[src/rtl/core/dws_pkg.sv]
// ----------------------------------------------------------------------------
// dws_pkg: shared types and constants for the searchable deque
// Widths, opcodes, status codes, ring arithmetic and controller interface.
// ----------------------------------------------------------------------------
package dws_pkg;

  localparam int DEPTH  = 16;
  localparam int AW     = $clog2(DEPTH);
  localparam int CW     = $clog2(DEPTH + 1);
  localparam int DATA_W = 32;
  localparam int OP_W   = 3;
  localparam int ST_W   = 2;
  localparam int POS_W  = 4;
  localparam int FILL_W = 5;

  localparam logic [OP_W-1:0] OP_PUSH_FRONT = 3'd0;
  localparam logic [OP_W-1:0] OP_PUSH_BACK  = 3'd1;
  localparam logic [OP_W-1:0] OP_POP_FRONT  = 3'd2;
  localparam logic [OP_W-1:0] OP_POP_BACK   = 3'd3;
  localparam logic [OP_W-1:0] OP_SEARCH     = 3'd4;

  localparam logic [ST_W-1:0] ST_OK    = 2'd0;
  localparam logic [ST_W-1:0] ST_EMPTY = 2'd1;
  localparam logic [ST_W-1:0] ST_FULL  = 2'd2;
  localparam logic [ST_W-1:0] ST_MISS  = 2'd3;

  typedef struct packed {
    logic take;
    logic step;
    logic load;
  } dws_cmd_t;

  typedef struct packed {
    logic srch_go;
    logic hit;
    logic last;
  } dws_sts_t;

  function automatic logic [AW-1:0] ring_add(input logic [AW-1:0] a, input logic [AW-1:0] b);
    logic [AW:0] s;
    s = {1'b0, a} + {1'b0, b};
    if (s >= (AW+1)'(DEPTH)) begin
      s = s - (AW+1)'(DEPTH);
    end
    return s[AW-1:0];
  endfunction

endpackage

[src/rtl/core/dws_ram.sv]
// ----------------------------------------------------------------------------
// dws_ram: generic single-port-write RAM
// One write port and one read port with registered read data.
// ----------------------------------------------------------------------------
module dws_ram #(
  parameter int WIDTH = 32,
  parameter int DEPTH = 16
) (
  input  logic                     clk,
  input  logic                     we,
  input  logic [$clog2(DEPTH)-1:0] waddr,
  input  logic [WIDTH-1:0]         wdata,
  input  logic [$clog2(DEPTH)-1:0] raddr,
  output logic [WIDTH-1:0]         rdata
);

  logic [WIDTH-1:0] mem [DEPTH];

  always_ff @(posedge clk) begin
    if (we) begin
      mem[waddr] <= wdata;
    end
    rdata <= mem[raddr];
  end

endmodule

[src/rtl/core/dws_ctrl.sv]
// ----------------------------------------------------------------------------
// dws_ctrl: operation sequencer
// Accepts items, steps the search scan and hands results to the output.
// ----------------------------------------------------------------------------
module dws_ctrl (
  input  logic              clk,
  input  logic              rst,
  input  logic              in_valid,
  output logic              in_ready,
  output logic              out_valid,
  input  logic              out_ready,
  input  dws_pkg::dws_sts_t sts,
  output dws_pkg::dws_cmd_t cmd
);
  import dws_pkg::*;

  typedef enum logic [1:0] {
    IDLE,
    SEARCH,
    HOLD
  } state_t;

  state_t state;
  logic   slot_free;

  assign in_ready  = (state == IDLE);
  assign slot_free = !out_valid || out_ready;

  always_comb begin
    cmd      = '0;
    cmd.take = in_valid && (state == IDLE);
    cmd.step = (state == SEARCH);
    cmd.load = (state == HOLD) && slot_free;
  end

  always_ff @(posedge clk) begin
    if (rst) begin
      state     <= IDLE;
      out_valid <= 1'b0;
    end else begin
      if (cmd.load) begin
        out_valid <= 1'b1;
      end else if (out_ready) begin
        out_valid <= 1'b0;
      end
      case (state)
        IDLE: begin
          if (in_valid) begin
            state <= sts.srch_go ? SEARCH : HOLD;
          end
        end
        SEARCH: begin
          if (sts.hit || sts.last) begin
            state <= HOLD;
          end
        end
        HOLD: begin
          if (slot_free) begin
            state <= IDLE;
          end
        end
        default: begin
          state <= IDLE;
        end
      endcase
    end
  end

endmodule

[src/rtl/core/dws_dp.sv]
// ----------------------------------------------------------------------------
// dws_dp: deque datapath
// Ring pointers, entry RAM, search scan counter and result registers.
// ----------------------------------------------------------------------------
module dws_dp (
  input  logic                      clk,
  input  logic                      rst,
  input  dws_pkg::dws_cmd_t         cmd,
  output dws_pkg::dws_sts_t         sts,
  input  logic [dws_pkg::OP_W-1:0]  opcode,
  input  logic signed [dws_pkg::DATA_W-1:0] value,
  output logic [dws_pkg::ST_W-1:0]  status,
  output logic [dws_pkg::POS_W-1:0] position,
  output logic [dws_pkg::FILL_W-1:0] fill_count
);
  import dws_pkg::*;

  logic [AW-1:0]     front;
  logic [AW-1:0]     front_next;
  logic [CW-1:0]     count;
  logic [CW-1:0]     count_next;
  logic [DATA_W-1:0] key;
  logic [AW-1:0]     idx;
  logic [ST_W-1:0]   res_status;
  logic [ST_W-1:0]   op_status;
  logic [POS_W-1:0]  res_pos;
  logic [FILL_W-1:0] res_fill;

  logic              full;
  logic              empty;
  logic [AW-1:0]     front_dec;
  logic [AW-1:0]     back_slot;
  logic              wr;
  logic [AW-1:0]     waddr;
  logic [AW-1:0]     raddr;
  logic [DATA_W-1:0] rdata;

  assign full      = (count == CW'(DEPTH));
  assign empty     = (count == '0);
  assign front_dec = (front == '0) ? AW'(DEPTH - 1) : front - 1'b1;
  assign back_slot = ring_add(front, count[AW-1:0]);

  always_comb begin
    front_next = front;
    count_next = count;
    op_status  = ST_OK;
    wr         = 1'b0;
    waddr      = back_slot;
    case (opcode)
      OP_PUSH_FRONT: begin
        if (full) begin
          op_status = ST_FULL;
        end else begin
          wr         = 1'b1;
          waddr      = front_dec;
          front_next = front_dec;
          count_next = count + 1'b1;
        end
      end
      OP_PUSH_BACK: begin
        if (full) begin
          op_status = ST_FULL;
        end else begin
          wr         = 1'b1;
          count_next = count + 1'b1;
        end
      end
      OP_POP_FRONT: begin
        if (empty) begin
          op_status = ST_EMPTY;
        end else begin
          front_next = ring_add(front, AW'(1));
          count_next = count - 1'b1;
        end
      end
      OP_POP_BACK: begin
        if (empty) begin
          op_status = ST_EMPTY;
        end else begin
          count_next = count - 1'b1;
        end
      end
      OP_SEARCH: begin
        if (empty) begin
          op_status = ST_EMPTY;
        end
      end
      default: begin
      end
    endcase
  end

  assign raddr = cmd.take ? front : ring_add(front, idx + 1'b1);

  always_comb begin
    sts         = '0;
    sts.srch_go = (opcode == OP_SEARCH) && !empty;
    sts.hit     = (rdata == key);
    sts.last    = ({1'b0, idx} == count - 1'b1);
  end

  dws_ram #(
    .WIDTH (DATA_W),
    .DEPTH (DEPTH)
  ) u_ram (
    .clk   (clk),
    .we    (cmd.take && wr),
    .waddr (waddr),
    .wdata (value),
    .raddr (raddr),
    .rdata (rdata)
  );

  always_ff @(posedge clk) begin
    if (rst) begin
      front <= '0;
      count <= '0;
    end else if (cmd.take) begin
      front <= front_next;
      count <= count_next;
    end
  end

  always_ff @(posedge clk) begin
    if (cmd.take) begin
      key        <= value;
      idx        <= '0;
      res_status <= op_status;
      res_pos    <= '0;
      res_fill   <= FILL_W'(count_next);
    end else if (cmd.step) begin
      if (sts.hit) begin
        res_status <= ST_OK;
        res_pos    <= POS_W'(idx);
      end else if (sts.last) begin
        res_status <= ST_MISS;
      end else begin
        idx <= idx + 1'b1;
      end
    end
    if (cmd.load) begin
      status     <= res_status;
      position   <= res_pos;
      fill_count <= res_fill;
    end
  end

  a_count_bound: assert property (@(posedge clk) disable iff (rst)
    count <= CW'(DEPTH))
    else $error("entry count above depth");

  a_scan_in_range: assert property (@(posedge clk) disable iff (rst)
    cmd.step |-> ({1'b0, idx} < count))
    else $error("search index past held entries");

  a_scan_keeps_ring: assert property (@(posedge clk) disable iff (rst)
    cmd.step |=> $stable(front) && $stable(count))
    else $error("ring pointers moved during search");

endmodule

[src/rtl/core/deque_with_search_top.sv]
// ----------------------------------------------------------------------------
// deque_with_search_top: bounded deque of signed words with linear search
// Push/pop at either end of a ring, or find the first entry equal to a key.
//
//   channel  | handshake            | payload
//   ---------+----------------------+-------------------------------------
//   in       | in_valid / in_ready  | opcode[2:0], value[31:0] signed
//   out      | out_valid / out_ready| status[1:0], position[3:0],
//            |                      | fill_count[4:0]
//
// Pushes, pops and unused opcodes go from transfer through the hold state to the output register.
// A search compares at most DEPTH entries; the scan
// reads one ring slot per cycle through the RAM's registered read port.
// Reset empties the ring; entry storage is not cleared.
// A new item is taken while a finished result waits at the output register;
// a stalled output holds the next result in the controller's hold state.
// ----------------------------------------------------------------------------
module deque_with_search_top (
  input  logic                       clk,
  input  logic                       rst,
  input  logic                       in_valid,
  output logic                       in_ready,
  input  logic [dws_pkg::OP_W-1:0]   opcode,
  input  logic signed [dws_pkg::DATA_W-1:0] value,
  output logic                       out_valid,
  input  logic                       out_ready,
  output logic [dws_pkg::ST_W-1:0]   status,
  output logic [dws_pkg::POS_W-1:0]  position,
  output logic [dws_pkg::FILL_W-1:0] fill_count
);
  import dws_pkg::*;

  dws_cmd_t cmd;
  dws_sts_t sts;

  dws_ctrl u_ctrl (
    .clk       (clk),
    .rst       (rst),
    .in_valid  (in_valid),
    .in_ready  (in_ready),
    .out_valid (out_valid),
    .out_ready (out_ready),
    .sts       (sts),
    .cmd       (cmd)
  );

  dws_dp u_dp (
    .clk        (clk),
    .rst        (rst),
    .cmd        (cmd),
    .sts        (sts),
    .opcode     (opcode),
    .value      (value),
    .status     (status),
    .position   (position),
    .fill_count (fill_count)
  );

endmodule

[config.mk]
export PLATFORM = sky130hd
export DESIGN_NAME = deque_with_search_top
export DESIGN_NICKNAME = d
export VERILOG_FILES = /design/src/rtl/core/dws_pkg.sv /design/src/rtl/core/dws_ram.sv /design/src/rtl/core/dws_ctrl.sv /design/src/rtl/core/dws_dp.sv /design/src/rtl/core/deque_with_search_top.sv
export SDC_FILE = /design/constraint.sdc
export NUM_CORES = 1
export LEC_CHECK = 0
export ABC_AREA = 1
export CAP_MARGIN = 15
export CORE_MARGIN = 2
export CORE_UTILIZATION = 60
export CTS_CLUSTER_SIZE = 12
export DETAILED_ROUTE_END_ITERATION = 8
export DONT_BUFFER_PORTS = 1
export HOLD_SLACK_MARGIN = 0.02
export PLACE_DENSITY = 0.85
export SKIP_LAST_GASP = 1
export SLEW_MARGIN = 20
export SYNTH_ARGS = -nofsm -noshare
export SYNTH_HDL_FRONTEND = slang
export SYNTH_SLANG_ARGS = --single-unit
export TNS_END_PERCENT = 10
[constraint.sdc]
create_clock -name clk -period 5.9 [get_ports clk]
set_clock_uncertainty 0.2 [all_clocks]
set_input_delay 0.295 -clock clk [delete_from_list [all_inputs] [get_ports clk]]
set_output_delay 0.295 -clock clk [all_outputs]
set_load 0.02 [all_outputs]
==> run metrics <==
Routed WL between 50000 and 60000 um; CTS root buf clkbuf_16; Clock Path Buffers 3; Post-Syn Area 25200 sq um; I/O Buffers 0; final std cells w/o fill between 2k and 3k; post-synth top area share 67.0%; count leader, synth edfxtp_1; H-tree depth 2; largest net degree at the start of global routing 230; Die H approximately 210 um; DR vias about 16k; TritonCTS buffer count 60; top post-synthesis cells by area edfxtp_1 (67%), o211ai_1 (7.7%), nand2_1 (5.3%), inv_1 (4.3%), dfxtp_1 (4.1%); vias in the first global route roughly 16k; crit-path cells inv_1 > ha_1 > nand2_1 > nor2_1 > nand2_1 > nand2_1 > nor2_2 > inv_2 > o21ai_1 > nor2b_1 > nand2_1 > nor2_4 > buf_4; Syn Inst Count roughly 2.0k; post-synth cell types 34; Slew Limit Fails 0; clk slew on worst S/H paths 0.06 ns; RSZ-0062 raised after global routing no; Final Setup Violations 0; R2R Setup Slk 1.96 ns; Critical path buffers and inverters 3; cell depth of the worst hold path 0; Max-Cap Viols 0; FMAX about 250 MHz; TritonRoute pass-1 iters 6; HP Class register to register; Worst path slowest cell nor2_4; num ports 52; placed instance count between 2k and 2.5k; CP Depth 13; routability cong. 0.848; Post-synth EDFFs 562; Worst R2R Path Depth 13; Synth Warn # 0; Worst Tran Pin Value ~1.1 ns; DIE WIDTH between 200 and 250 um; Final period util between 60% and 70%; cell taking the most area after synthesis edfxtp_1; Tot GR Track Use 26.7%; Top Family by Delay on Critical Path simple AND/OR/NAND/NOR gates; type of origin of the critical path register; clk_lat worst skew 0.62 ns; WP data arrival slightly above 4 ns; post_cts resized 0; maximum vdd drop approximately 280 uV; core area roughly 42000 sq um; CP peak stage delay 0.94 ns; Main synth FF type edfxtp_1; Worst Hold Slack 0.214 ns; ANT nets after route 0; die area between 40000 and 50000 sq um; Worst R2R End u_dp.u_ram.mem[10][28]; area grow syn2layout 10.4%; Site Rows 75; Synth top cells by count edfxtp_1 (562), nand2_1 (359), inv_1 (287); Leak Pwr 10.1 nW; initial DRC count 1968; Worst Hold End u_dp.fill_count[2]; share of cells above drive strength 1 about 6.1%; first-pass GRT wire length roughly 89000 um; outcome completed; Synth async-reset ratio 0%; WS Path Type register to register; hold_sp u_dp.res_fill[2]; Syn Nets around 2.1k; initial antenna violation count 2; fin crit period approximately 4 ns; Net count, final 2117; CTS hold repair buffers 43; #FFs+latches synth 614; FILL cells between 2k and 3k; clock tree from TritonCTS built; post-DP HPWL around 31000 um; relative slew slack a little under a quarter; setup repair bufs after CTS 0; CP Max Fanout 25; DRC 0; sequential-to-total area share from yosys stat a little over 70%; Crit. End Element register; Crit path top cell by count nand2_1; sum of negative setup slack 0 ns; initial core utilization between 60% and 70%; Worst Path Required around 6.0 ns; clk sink count roughly 610; Final Hold Viols 0; detailed-route vias per instance approximately 6.1; Mean Syn Cell Area 12.3 sq um; WL/cell around 22 um; R2R Path Start u_dp.count[0]; GRT Residual Overflow 0; PD cells between 300 and 400 nW/um^2
[cells in the final DEF (no fill, tap or decap), types with 32 or more instances in the layout]
| cell | instances |
|---|---|
| edfxtp_1 | 562 |
| nand2_1 | 358 |
| inv_1 | 286 |
| o211ai_1 | 257 |
| nand3_1 | 175 |
| nor2_1 | 70 |
| clkbuf_16 | 61 |
| dfxtp_1 | 52 |
| o21ai_0 | 49 |
| dlygate4sd3_1 | 43 |
| clkbuf_1 | 33 |
| xnor2_1 | 32 |
[per-layer routing]
layer	wire, um	up-vias	GRT usage (%)
met5	11	-	0
met4	2060	2	11.7
met3	4990	157	4.72
met2	29100	901	45.0
met1	21700	7826	34.2
li1	-	7245	-
[logic make-up after synthesis]
group                      Yosys count  share of synthesized area [%]
AOI/OAI and AO/OA                  334                           9.34
adders and majority gates           13                          0.705
and+or+nand+nor                    637                           10.6
buffers and inverters              402                           6.84
xor gates and xnor gates            42                           1.46
DFF                                614                           71.1
[worst max path at each step]
stage	from	end	slack, ns
4_1_cts	u_dp.count[0]	u_dp.u_ram.mem[15][7]	2.05
2_1_floorplan	u_dp.count[0]	u_dp.u_ram.mem[10][0]	2.25
6_report	u_dp.count[0]	u_dp.u_ram.mem[10][28]	1.96
5_1_grt	u_dp.count[0]	u_dp.u_ram.mem[10][29]	1.79
3_5_place_dp	u_dp.count[0]	u_dp.u_ram.mem[15][9]	2.07
3_3_place_gp	u_dp.count[0]	u_dp.u_ram.mem[10][25]	2.12
[through the flow]
stage	util (%)	worst slack (ns)	power, W	area (sq um)
after floorplan	-	2.25	0.00602	25200
after global placement	61.5	2.12	0.00627	25600
after detailed placement	61.5	2.07	0.00632	25600
after CTS	66.8	2.05	0.00985	27800
after global routing	66.8	1.79	0.0102	27800
final	66.8	1.96	0.00983	27800
[area by class of cell]
| type | count | area [sq um] | area share (%) |
|---|---|---|---|
| Timing Repair Buffer | 70 | 671 | 2.41 |
| Tap cell | 539 | 674 | 2.42 |
| Clock buffer | 98 | 1710 | 6.13 |
| Multi-Input combinational cell | 1026 | 5700 | 20.5 |
| Sequential cell | 614 | 17900 | 64.4 |
| Antenna cell | 1 | 2.50 | 0.00899 |
| Inverter | 293 | 1100 | 3.96 |
| Clock inverter | 8 | 55.1 | 0.198 |
[where the power goes]
part / internal [W] / switching [W] / leakage, nW
logic: 0.000419 / 0.000925 / 3.75
clock network: 0.00196 / 0.00154 / 0.846
registers: 0.00491 / 0.0000833 / 5.52
total: 0.00729 / 0.00254 / 10.1
[state kept, by name (all words and copies together) (netlist names), 5 cells and up]
name              cells
u_dp.count            5
u_dp.u_ram.rdata     32
u_dp.res_fill         5
u_dp.key             32
u_dp.u_ram.mem      512
u_dp.fill_count       5
Power figures use the tool's default switching activity.
